### config.mk
export PLATFORM = sky130hd
export DESIGN_NAME = julian_date_to_calendar
export DESIGN_NICKNAME = d
export VERILOG_FILES = /design/src/rtl/jdc_pkg.sv /design/src/rtl/jdc_date.sv /design/src/rtl/jdc_time.sv /design/src/rtl/julian_date_to_calendar.sv
export SDC_FILE = /design/constraint.sdc
export NUM_CORES = 2
export LEC_CHECK = 0
export ABC_CLOCK_PERIOD_IN_PS = 11100
export BUFFER_PORTS_ARGS = -buffer_cell sky130_fd_sc_hd__buf_2
export CAP_MARGIN = 0
export CORE_MARGIN = 5
export CORE_UTILIZATION = 50
export DETAILED_ROUTE_END_ITERATION = 16
export PLACE_DENSITY = 0.7
export SYNTH_ARGS = -nofsm -noshare
export SYNTH_HDL_FRONTEND = slang
export SYNTH_HIERARCHICAL = 1
export SYNTH_SLANG_ARGS = --single-unit
### constraint.sdc
create_clock -name clk -period 11.1 [get_ports clk]
set_input_delay 1.11 -clock clk [delete_from_list [all_inputs] [get_ports clk]]
set_output_delay 1.11 -clock clk [all_outputs]
set_load 0.02 [all_outputs]
### src/rtl/jdc_pkg.sv
// Shared types and constants for the Julian date to calendar converter.
package jdc_pkg;

  localparam int NumStages  = 15;
  localparam int TimeStages = 8;
  localparam int YearW      = 17;

  typedef logic [NumStages-1:0] stage_en_t;

  typedef struct packed {
    logic signed [YearW-1:0] year;
    logic [3:0]              month;
    logic [4:0]              day_of_month;
  } cal_date_t;

  typedef struct packed {
    logic [4:0]  hour;
    logic [5:0]  minute;
    logic [21:0] second_q16;
  } tod_t;

endpackage

### src/rtl/jdc_date.sv
// Day number to Gregorian year, month and day pipeline.
module jdc_date #(
  parameter int DAY_BITS = 24
) (
  input  logic                     clk,
  input  jdc_pkg::stage_en_t       en,
  input  logic [DAY_BITS-1:0]      day_num,
  input  logic                     round_up,
  output jdc_pkg::cal_date_t       cal
);

  localparam int YW   = jdc_pkg::YearW;
  localparam int DivN = 146097;
  localparam int DivI = 1461001;
  localparam int DivJ = 2447;

  localparam int JW   = DAY_BITS + 1;
  localparam int A1W  = DAY_BITS + 3;
  localparam int M1W  = A1W - 17;
  localparam int P1W  = A1W + M1W;
  localparam int R1W  = 19;
  localparam int L1W  = 18;
  localparam int A2W  = 30;
  localparam int M2W  = 10;
  localparam int P2W  = A2W + M2W;
  localparam int IW   = P2W - A2W;
  localparam int R2W  = 22;
  localparam int IPW  = 21;
  localparam int L2W  = 10;
  localparam int A3W  = 17;
  localparam int M3W  = 6;
  localparam int P3W  = A3W + M3W;
  localparam int JQW  = P3W - A3W;
  localparam int R3W  = 13;
  localparam int JSW  = 4;

  localparam logic [M1W-1:0] M1 = M1W'((64'd1 << A1W) / DivN);
  localparam logic [M2W-1:0] M2 = M2W'((64'd1 << A2W) / DivI);
  localparam logic [M3W-1:0] M3 = M3W'((64'd1 << A3W) / DivJ);

  function automatic logic [8:0] day_offset(input logic [JSW-1:0] j);
    logic [8:0] v;
    unique case (j)
      4'd0:  v = 9'd0;
      4'd1:  v = 9'd30;
      4'd2:  v = 9'd61;
      4'd3:  v = 9'd91;
      4'd4:  v = 9'd122;
      4'd5:  v = 9'd152;
      4'd6:  v = 9'd183;
      4'd7:  v = 9'd214;
      4'd8:  v = 9'd244;
      4'd9:  v = 9'd275;
      4'd10: v = 9'd305;
      4'd11: v = 9'd336;
      4'd12: v = 9'd367;
      4'd13: v = 9'd397;
      4'd14: v = 9'd428;
      4'd15: v = 9'd458;
    endcase
    return v;
  endfunction

  logic [JW-1:0]  l0_s1, l0_s2, l0_s3, l0_s4;
  logic [P1W-1:0] p1_s2;
  logic [M1W-1:0] n0_s3, n_s4;
  logic [R1W-1:0] r1_s3;
  logic [L1W-1:0] l1_s5, l1_s6, l1_s7, l1_s8, l1_s9;
  logic [YW-1:0]  y0_s5, y0_s6, y0_s7, y0_s8, y0_s9, y0_s10, y0_s11, y0_s12, y0_s13, y0_s14;
  logic [A2W-1:0] a2_s6, a2_s7;
  logic [P2W-1:0] p2_s7;
  logic [IW-1:0]  i0_s8, i_s9, i_s10, i_s11, i_s12, i_s13, i_s14;
  logic [R2W-1:0] r2_s8;
  logic [L2W-1:0] l2_s10, l2_s11, l2_s12, l2_s13, l2_s14;
  logic [A3W-1:0] a3_s11, a3_s12;
  logic [P3W-1:0] p3_s12;
  logic [JQW-1:0] j0_s13;
  logic [R3W-1:0] r3_s13;
  logic [JSW-1:0] j_s14;

  logic [M1W-1:0] n0_c;
  logic [A1W-1:0] n0_prod, n_prod;
  logic [IW-1:0]  i0_c;
  logic [IPW-1:0] i_prod;
  logic [JQW-1:0] j0_c;
  logic           lc;

  assign n0_c    = p1_s2[P1W-1:A1W];
  assign n0_prod = A1W'(n0_c) * A1W'(DivN);
  assign n_prod  = A1W'(n_s4) * A1W'(DivN) + A1W'(3);
  assign i0_c    = p2_s7[P2W-1:A2W];
  assign i_prod  = IPW'(i_s9) * IPW'(1461);
  assign j0_c    = p3_s12[P3W-1:A3W];
  assign lc      = (j_s14 >= 4'd11);

  always_ff @(posedge clk) begin
    if (en[0]) begin
      l0_s1 <= JW'(day_num) + JW'(round_up) + JW'(68569);
    end
    if (en[1]) begin
      l0_s2 <= l0_s1;
      p1_s2 <= P1W'({l0_s1, 2'b00}) * P1W'(M1);
    end
    if (en[2]) begin
      l0_s3 <= l0_s2;
      n0_s3 <= n0_c;
      r1_s3 <= R1W'({l0_s2, 2'b00} - n0_prod);
    end
    if (en[3]) begin
      l0_s4 <= l0_s3;
      n_s4  <= n0_s3 + M1W'(r1_s3 >= R1W'(DivN));
    end
    if (en[4]) begin
      l1_s5 <= L1W'(A1W'(l0_s4) - (n_prod >> 2));
      y0_s5 <= YW'(n_s4) * YW'(100) - YW'(4900);
    end
    if (en[5]) begin
      l1_s6 <= l1_s5;
      y0_s6 <= y0_s5;
      a2_s6 <= (A2W'(l1_s5) + A2W'(1)) * A2W'(4000);
    end
    if (en[6]) begin
      l1_s7 <= l1_s6;
      y0_s7 <= y0_s6;
      a2_s7 <= a2_s6;
      p2_s7 <= P2W'(a2_s6) * P2W'(M2);
    end
    if (en[7]) begin
      l1_s8 <= l1_s7;
      y0_s8 <= y0_s7;
      i0_s8 <= i0_c;
      r2_s8 <= R2W'(a2_s7 - A2W'(i0_c) * A2W'(DivI));
    end
    if (en[8]) begin
      l1_s9 <= l1_s8;
      y0_s9 <= y0_s8;
      i_s9  <= i0_s8 + IW'(r2_s8 >= R2W'(DivI));
    end
    if (en[9]) begin
      y0_s10 <= y0_s9;
      i_s10  <= i_s9;
      l2_s10 <= L2W'(IPW'(l1_s9) - (i_prod >> 2) + IPW'(31));
    end
    if (en[10]) begin
      y0_s11 <= y0_s10;
      i_s11  <= i_s10;
      l2_s11 <= l2_s10;
      a3_s11 <= A3W'(l2_s10) * A3W'(80);
    end
    if (en[11]) begin
      y0_s12 <= y0_s11;
      i_s12  <= i_s11;
      l2_s12 <= l2_s11;
      a3_s12 <= a3_s11;
      p3_s12 <= P3W'(a3_s11) * P3W'(M3);
    end
    if (en[12]) begin
      y0_s13 <= y0_s12;
      i_s13  <= i_s12;
      l2_s13 <= l2_s12;
      j0_s13 <= j0_c;
      r3_s13 <= R3W'(a3_s12 - A3W'(j0_c) * A3W'(DivJ));
    end
    if (en[13]) begin
      y0_s14 <= y0_s13;
      i_s14  <= i_s13;
      l2_s14 <= l2_s13;
      j_s14  <= JSW'(j0_s13 + JQW'(r3_s13 >= R3W'(DivJ)));
    end
    if (en[14]) begin
      cal.year         <= $signed(y0_s14 + YW'(i_s14) + YW'(lc));
      cal.month        <= lc ? (j_s14 - 4'd10) : (j_s14 + 4'd2);
      cal.day_of_month <= 5'(l2_s14 - L2W'(day_offset(j_s14)));
    end
  end

endmodule

### src/rtl/jdc_time.sv
// Day fraction to hour, minute and fixed-point seconds pipeline.
module jdc_time #(
  parameter int FRAC_BITS = 32
) (
  input  logic                 clk,
  input  jdc_pkg::stage_en_t   en,
  input  logic [FRAC_BITS-1:0] frac,
  output jdc_pkg::tod_t        tod
);

  localparam int NS        = jdc_pkg::NumStages;
  localparam int TS        = jdc_pkg::TimeStages;
  localparam int DlyN      = NS - TS;
  localparam int SPW       = FRAC_BITS + 17;
  localparam int TW        = 17;
  localparam int PW        = 29;
  localparam int MW        = 11;
  localparam int PMW       = 17;
  localparam int SecPerMin = 60;
  localparam int Recip60   = (1 << TW) / SecPerMin;
  localparam int Recip60m  = (1 << MW) / SecPerMin;

  logic [FRAC_BITS-1:0] f_s1;
  logic [SPW-1:0]       sp_s2;
  logic [TW-1:0]        t_s3;
  logic [15:0]          sf_s3, sf_s4, sf_s5, sf_s6, sf_s7;
  logic [PW-1:0]        p_s3;
  logic [MW-1:0]        tm0_s4, tm_s5, tm_s6;
  logic [6:0]           r_s4, rm_s7;
  logic [5:0]           sec_s5, sec_s6, sec_s7;
  logic [PMW-1:0]       pm_s6;
  logic [4:0]           h0_s7;
  jdc_pkg::tod_t        dly [DlyN];

  logic [TW-1:0] t_c;
  logic [MW-1:0] tm0_c;
  logic [4:0]    h0_c;
  logic          sc, mc;

  assign t_c   = sp_s2[FRAC_BITS +: TW];
  assign tm0_c = p_s3[TW +: MW];
  assign h0_c  = pm_s6[MW +: 5];
  assign sc    = (r_s4 >= 7'(SecPerMin));
  assign mc    = (rm_s7 >= 7'(SecPerMin));

  always_ff @(posedge clk) begin
    if (en[0]) begin
      f_s1 <= {~frac[FRAC_BITS-1], frac[FRAC_BITS-2:0]};
    end
    if (en[1]) begin
      sp_s2 <= SPW'(f_s1) * SPW'(86400);
    end
    if (en[2]) begin
      t_s3  <= t_c;
      sf_s3 <= sp_s2[FRAC_BITS-16 +: 16];
      p_s3  <= PW'(t_c) * PW'(Recip60);
    end
    if (en[3]) begin
      sf_s4  <= sf_s3;
      tm0_s4 <= tm0_c;
      r_s4   <= 7'(t_s3 - TW'(tm0_c) * TW'(SecPerMin));
    end
    if (en[4]) begin
      sf_s5  <= sf_s4;
      tm_s5  <= tm0_s4 + MW'(sc);
      sec_s5 <= 6'(sc ? (r_s4 - 7'(SecPerMin)) : r_s4);
    end
    if (en[5]) begin
      sf_s6  <= sf_s5;
      sec_s6 <= sec_s5;
      tm_s6  <= tm_s5;
      pm_s6  <= PMW'(tm_s5) * PMW'(Recip60m);
    end
    if (en[6]) begin
      sf_s7  <= sf_s6;
      sec_s7 <= sec_s6;
      h0_s7  <= h0_c;
      rm_s7  <= 7'(tm_s6 - MW'(h0_c) * MW'(SecPerMin));
    end
    if (en[7]) begin
      dly[0].hour       <= h0_s7 + 5'(mc);
      dly[0].minute     <= 6'(mc ? (rm_s7 - 7'(SecPerMin)) : rm_s7);
      dly[0].second_q16 <= {sec_s7, sf_s7};
    end
  end

  for (genvar k = 1; k < DlyN; k++) begin : g_dly
    always_ff @(posedge clk) begin
      if (en[TS + k - 1]) begin
        dly[k] <= dly[k-1];
      end
    end
  end

  always_ff @(posedge clk) begin
    if (en[NS-1]) begin
      tod <= dly[DlyN-1];
    end
  end

endmodule

### src/rtl/julian_date_to_calendar.sv
// Julian date to Gregorian date and time of day converter, top level.
// Throughput: one transaction per cycle unless the output stalls with every
// stage full, set by the 15-stage pipeline of constant-reciprocal multiplies
// with one remainder correction per division. Empty stages collapse, so input
// is taken while a result waits at the output, as long as a stage is empty.
// Reset clears only the stage valid bits; data registers are not reset.
module julian_date_to_calendar #(
  parameter int DAY_BITS  = 24,
  parameter int FRAC_BITS = 32
) (
  input  logic                          clk,
  input  logic                          rst,
  input  logic                          jd_valid,
  output logic                          jd_stall,
  input  logic [DAY_BITS+FRAC_BITS-1:0] julian_date,
  output logic                          cal_valid,
  input  logic                          cal_stall,
  output logic signed [16:0]            year,
  output logic [3:0]                    month,
  output logic [4:0]                    day_of_month,
  output logic [4:0]                    hour,
  output logic [5:0]                    minute,
  output logic [21:0]                   second_q16
);

  localparam int NS = jdc_pkg::NumStages;

  logic [NS-1:0]      valid;
  jdc_pkg::stage_en_t en;
  jdc_pkg::cal_date_t cal;
  jdc_pkg::tod_t      tod;

  for (genvar k = 0; k < NS; k++) begin : g_en
    assign en[k] = ~cal_stall | ~(&valid[NS-1:k]);
  end

  always_ff @(posedge clk) begin
    if (rst) begin
      valid <= '0;
    end else begin
      if (en[0]) begin
        valid[0] <= jd_valid;
      end
      for (int k = 1; k < NS; k++) begin
        if (en[k]) begin
          valid[k] <= valid[k-1];
        end
      end
    end
  end

  assign jd_stall  = ~en[0];
  assign cal_valid = valid[NS-1];

  jdc_date #(
    .DAY_BITS(DAY_BITS)
  ) u_date (
    .clk      (clk),
    .en       (en),
    .day_num  (julian_date[DAY_BITS+FRAC_BITS-1:FRAC_BITS]),
    .round_up (julian_date[FRAC_BITS-1]),
    .cal      (cal)
  );

  jdc_time #(
    .FRAC_BITS(FRAC_BITS)
  ) u_time (
    .clk  (clk),
    .en   (en),
    .frac (julian_date[FRAC_BITS-1:0]),
    .tod  (tod)
  );

  assign year         = cal.year;
  assign month        = cal.month;
  assign day_of_month = cal.day_of_month;
  assign hour         = tod.hour;
  assign minute       = tod.minute;
  assign second_q16   = tod.second_q16;

  a_no_stall_with_room: assert property (@(posedge clk) disable iff (rst)
    !(&valid) |-> !jd_stall)
    else $error("input stalled while the pipeline has an empty stage");

  a_advance: assert property (@(posedge clk) disable iff (rst)
    valid[NS-2] && en[NS-1] |=> cal_valid)
    else $error("transaction lost entering the output stage");

  a_date_range: assert property (@(posedge clk) disable iff (rst)
    cal_valid |-> (month >= 4'd1 && month <= 4'd12 &&
                   day_of_month >= 5'd1 && day_of_month <= 5'd31))
    else $error("month or day out of range");

  a_time_range: assert property (@(posedge clk) disable iff (rst)
    cal_valid |-> (hour < 5'd24 && minute < 6'd60 && second_q16 < 22'd3932160))
    else $error("time of day out of range");

endmodule

==> flow_metrics.py <==
metrics = {
    "setup_path": {
        "timing.rr.end": "u_date/a2_s6[27]$_DFFE_PP_",
        "arrival_time_reported_for_the_critical_path_endpoint_ps": 6680,
        "end_kind": "flip-flop",
        "timing.reg2reg.worst_path_depth": 19,
        "reg2reg_setup_slack_ps": 4870,
        "worstSetupEndpoint": "u_date/a2_s6[27]$_DFFE_PP_",
        "setup.worst_path.start": "u_date/l1_s5[1]$_DFFE_PP_",
        "timing.critical_path.from_type": "flip-flop",
        "worstSetupPathType": "reg2reg",
        "r2r-start": "u_date/l1_s5[1]$_DFFE_PP_",
        "path_max_fanout": 6,
        "worst_ep_required_time_ps": 11550,
    },
    "timing": {
        "final.hold.worst_slack_ps": 388.7,
        "worst_slew_pin_slew_ps": 1189,
        "clock.fmax_mhz": 160.5,
        "finalClockSkew_ps": 43.75,
        "layout_setup_ws_ps": 4870,
        "max_slew_margin_pct": 20.72,
        "fin_setup_tns_ps": 0,
        "final_max_slew_viols": 0,
        "final-hold-violation-count": 0,
        "layout_min_cycle_time_ps": 6230,
        "rsz0062_at_grt": "no",
        "final_setup_fails": 0,
        "finalCritPeriodShare_pct": 56.13,
    },
    "clocking": {
        "clk_pin_slew_ps": 60,
        "holdBufCountCts": 0,
        "cts-buffers-inserted": 110,
        "cts-resized-gates": 0,
        "max_root_sink_buffers": 3,
        "worstSkewPairLatency_ps": 720,
        "tritoncts": "yes",
        "clock_sink_count": 1096,
        "cts_setup_buffers": 0,
        "clock_tree.root_cell": "sky130_fd_sc_hd__clkbuf_16",
        "h-tree-depth": 3,
    },
    "synth": {
        "syn_area_per_cell_um2": 13.61,
        "synthesis.nets": 6386,
        "post_synth_design_cell_area_um2": 67280,
        "yosys_warnings": 6,
        "ys_types": 78,
        "synth_largest_area_cell": "sky130_fd_sc_hd__edfxtp_1",
        "dominantRegCellSynth": "sky130_fd_sc_hd__edfxtp_1",
        "ys_ff_latch": 1096,
        "yosysTopAreaCellShare_pct": 48.02,
        "synth.top_cells.by_area": "sky130_fd_sc_hd__edfxtp_1 (48%), sky130_fd_sc_hd__fa_1 (16%), sky130_fd_sc_hd__ha_1 (16%), sky130_fd_sc_hd__inv_1 (5.6%), sky130_fd_sc_hd__xnor2_1 (3.3%)",
        "async_reset_ff_share_pct": 0,
        "synthCells": 4942,
        "synth-edff-count": 1076,
        "seq_area_frac_synth_pct": 48.62,
    },
    "layout": {
        "layout-area-overhead-vs-synth_pct": 10.09,
        "drive_above_1_share_pct": 6.755,
        "seq_area_um2": 32710,
        "layout.filler_cells": 10727,
        "layout.nets": 6620,
        "ant_diodes": 0,
        "multi_input_area_um2": 30810,
    },
    "routing": {
        "drt_pass1_iterations": 5,
        "finalWirelength_mm": 107.7,
        "vias": 34850,
        "detail_route.drc_violations": 0,
        "detail_route.iter0.violations": 1664,
        "post_drt_via_cell_ratio": 4.952,
        "route.detailed.wl_per_inst_um": 15.30,
        "drt.antenna.violating_nets": 0,
    },
    "place": {
        "port_buffer_count": 120,
        "place_worst_setup_slack_ps": 4860,
        "place_congestion": 0.8299,
        "dp_hpwl_mm": 82.91,
    },
    "floorplanning": {
        "dieArea_um2": 142000,
        "io_pins": 121,
        "die_width_um": 376.8,
        "initial_core_util_pct": 50.35,
        "design.core.area_um2": 133600,
        "die_h_um": 376.8,
        "std_cell_rows": 134,
    },
    "status": {
        "status": "complete, no violations",
    },
    "global_routing": {
        "gr-usage-all-layers_pct": 15.85,
        "overflow": 0,
        "global_route_wire_length_before_repair_mm": 184.6,
        "grt_antenna_before_repair": 1,
        "largest_net_degree_at_the_start_of_global_routing": 87,
        "first_global_vias": 37052,
    },
    "job": {
        "max_cap_viol_count": 0,
    },
    "min_path": {
        "min_path_type": "reg2reg",
    },
}
[worst max-delay path: stages (launching register included)]
cell                       delay [ps]
sky130_fd_sc_hd__edfxtp_1         450
sky130_fd_sc_hd__ha_1             230
sky130_fd_sc_hd__nand3_1          130
sky130_fd_sc_hd__nor2_1           190
sky130_fd_sc_hd__and4_1           350
sky130_fd_sc_hd__xor2_1           570
sky130_fd_sc_hd__fa_1             540
sky130_fd_sc_hd__fa_1             520
sky130_fd_sc_hd__inv_1             60
sky130_fd_sc_hd__fa_1             480
sky130_fd_sc_hd__fa_1             540
sky130_fd_sc_hd__inv_1             50
sky130_fd_sc_hd__ha_1             350
sky130_fd_sc_hd__a21o_1           190
sky130_fd_sc_hd__a21o_1           200
sky130_fd_sc_hd__or3_1            350
sky130_fd_sc_hd__o21a_1           210
sky130_fd_sc_hd__a41oi_1          280
sky130_fd_sc_hd__nor2b_1          200
sky130_fd_sc_hd__xnor2_1           70
[flip-flops by register name, summed over array words and instances (netlist names), 21 cells and up, named ones only]
register / count
u_date/a2_s6: 25
u_date/cal: 26
u_date/l0_s1: 25
u_date/r2_s8: 21
u_time/dly: 231
u_time/f_s1: 32
u_time/sp_s2: 33
u_time/tod: 33
[cells in the mapped netlist, drive strengths merged, types with 13 or more instances]
library cell,count
nand2b,28
nor2,137
o21ai,100
inv,1008
nand3,75
o21a,30
o21bai,27
ha,846
a211oi,15
a21oi,167
a31oi,22
dfxtp,20
fa,538
nor3,47
and2,13
xor2,105
xnor2,256
nor2b,23
a21o,85
edfxtp,1076
nand2,117
nand4,29
and3,25
[layout by cell type (no fill, tap or decap), drive strengths merged, types with 7 or more instances in the layout]
master / n
edfxtp: 1076
inv: 1020
ha: 846
fa: 538
xnor2: 256
a21oi: 167
nor2: 137
buf: 133
clkbuf: 123
nand2: 117
xor2: 105
o21ai: 100
a21o: 85
nand3: 75
nor3: 47
clkinv: 47
o21a: 30
nand4: 29
nand2b: 28
o21bai: 27
and3: 25
nor2b: 23
a31oi: 22
dfxtp: 20
bufinv: 17
a211oi: 15
and2: 13
a31o: 12
nor4: 10
or3: 10
o211ai: 9
and4: 7
clkinvlp: 7
[final cells by class]
class | instances | share of cell area, %
clock buffers | 123 | 3.782
clock inverters | 83 | 1.419
inverters | 1008 | 5.108
multi-input cells | 2827 | 41.60
flip-flops and latches | 1096 | 44.16
well taps | 1768 | 2.986
repair buffers | 133 | 0.9426
[routing by layer]
metal	global-route usage [%]	vias to the layer above	wire length, um
met5	0	-	12
met4	3.603	2	2161
met3	2.401	144	3524
met2	26.60	424	51620
met1	22.07	16934	50370
li1	-	17346	-
[cells by family (layout without fill, tap and decap cells)]
family | after synthesis | count (layout) | share of synthesized area (%)
buffers and inverters | 1019 | 1347 | 5.690
DFF | 1096 | 1096 | 48.62
muxes | 8 | 8 | 0.1227
and+or+nand+nor | 543 | 543 | 3.976
adders and majority gates | 1384 | 1384 | 31.74
AOI/OAI and AO/OA | 531 | 531 | 5.155
xor gates and xnor gates | 361 | 361 | 4.699
[through the flow]
step           utilization [%]  area [um2]  cells
4_1_cts                  55.43       74070   7038
3_5_place_dp             52.55       70220   6832
2_1_floorplan                -       67280   4942
5_1_grt                  55.43       74070   7038
6_report                 55.43       74070   7038
3_3_place_gp             52.55       70220   6832
[worst min path at each step]
stage                                             to                       start  slack [ps]  cells past startpoint
after detailed placement   u_date/i_s11[4]$_DFFE_PP_   u_date/i_s10[4]$_DFFE_PP_         400                      0
after floorplan            u_date/i_s11[0]$_DFFE_PP_   u_date/i_s10[0]$_DFFE_PP_         400                      0
after CTS                 u_time/sec_s6[3]$_DFFE_PP_  u_time/sec_s5[3]$_DFFE_PP_         390                      0
after global placement     u_date/i_s11[4]$_DFFE_PP_   u_date/i_s10[4]$_DFFE_PP_         400                      0
after global routing      u_time/sec_s6[3]$_DFFE_PP_  u_time/sec_s5[3]$_DFFE_PP_         390                      0
final                     u_time/sec_s6[2]$_DFFE_PP_  u_time/sec_s5[2]$_DFFE_PP_         390                      0
Power is not shown: default switching activity piles up to over one toggle a cycle in this logic, so the estimate is an artifact.
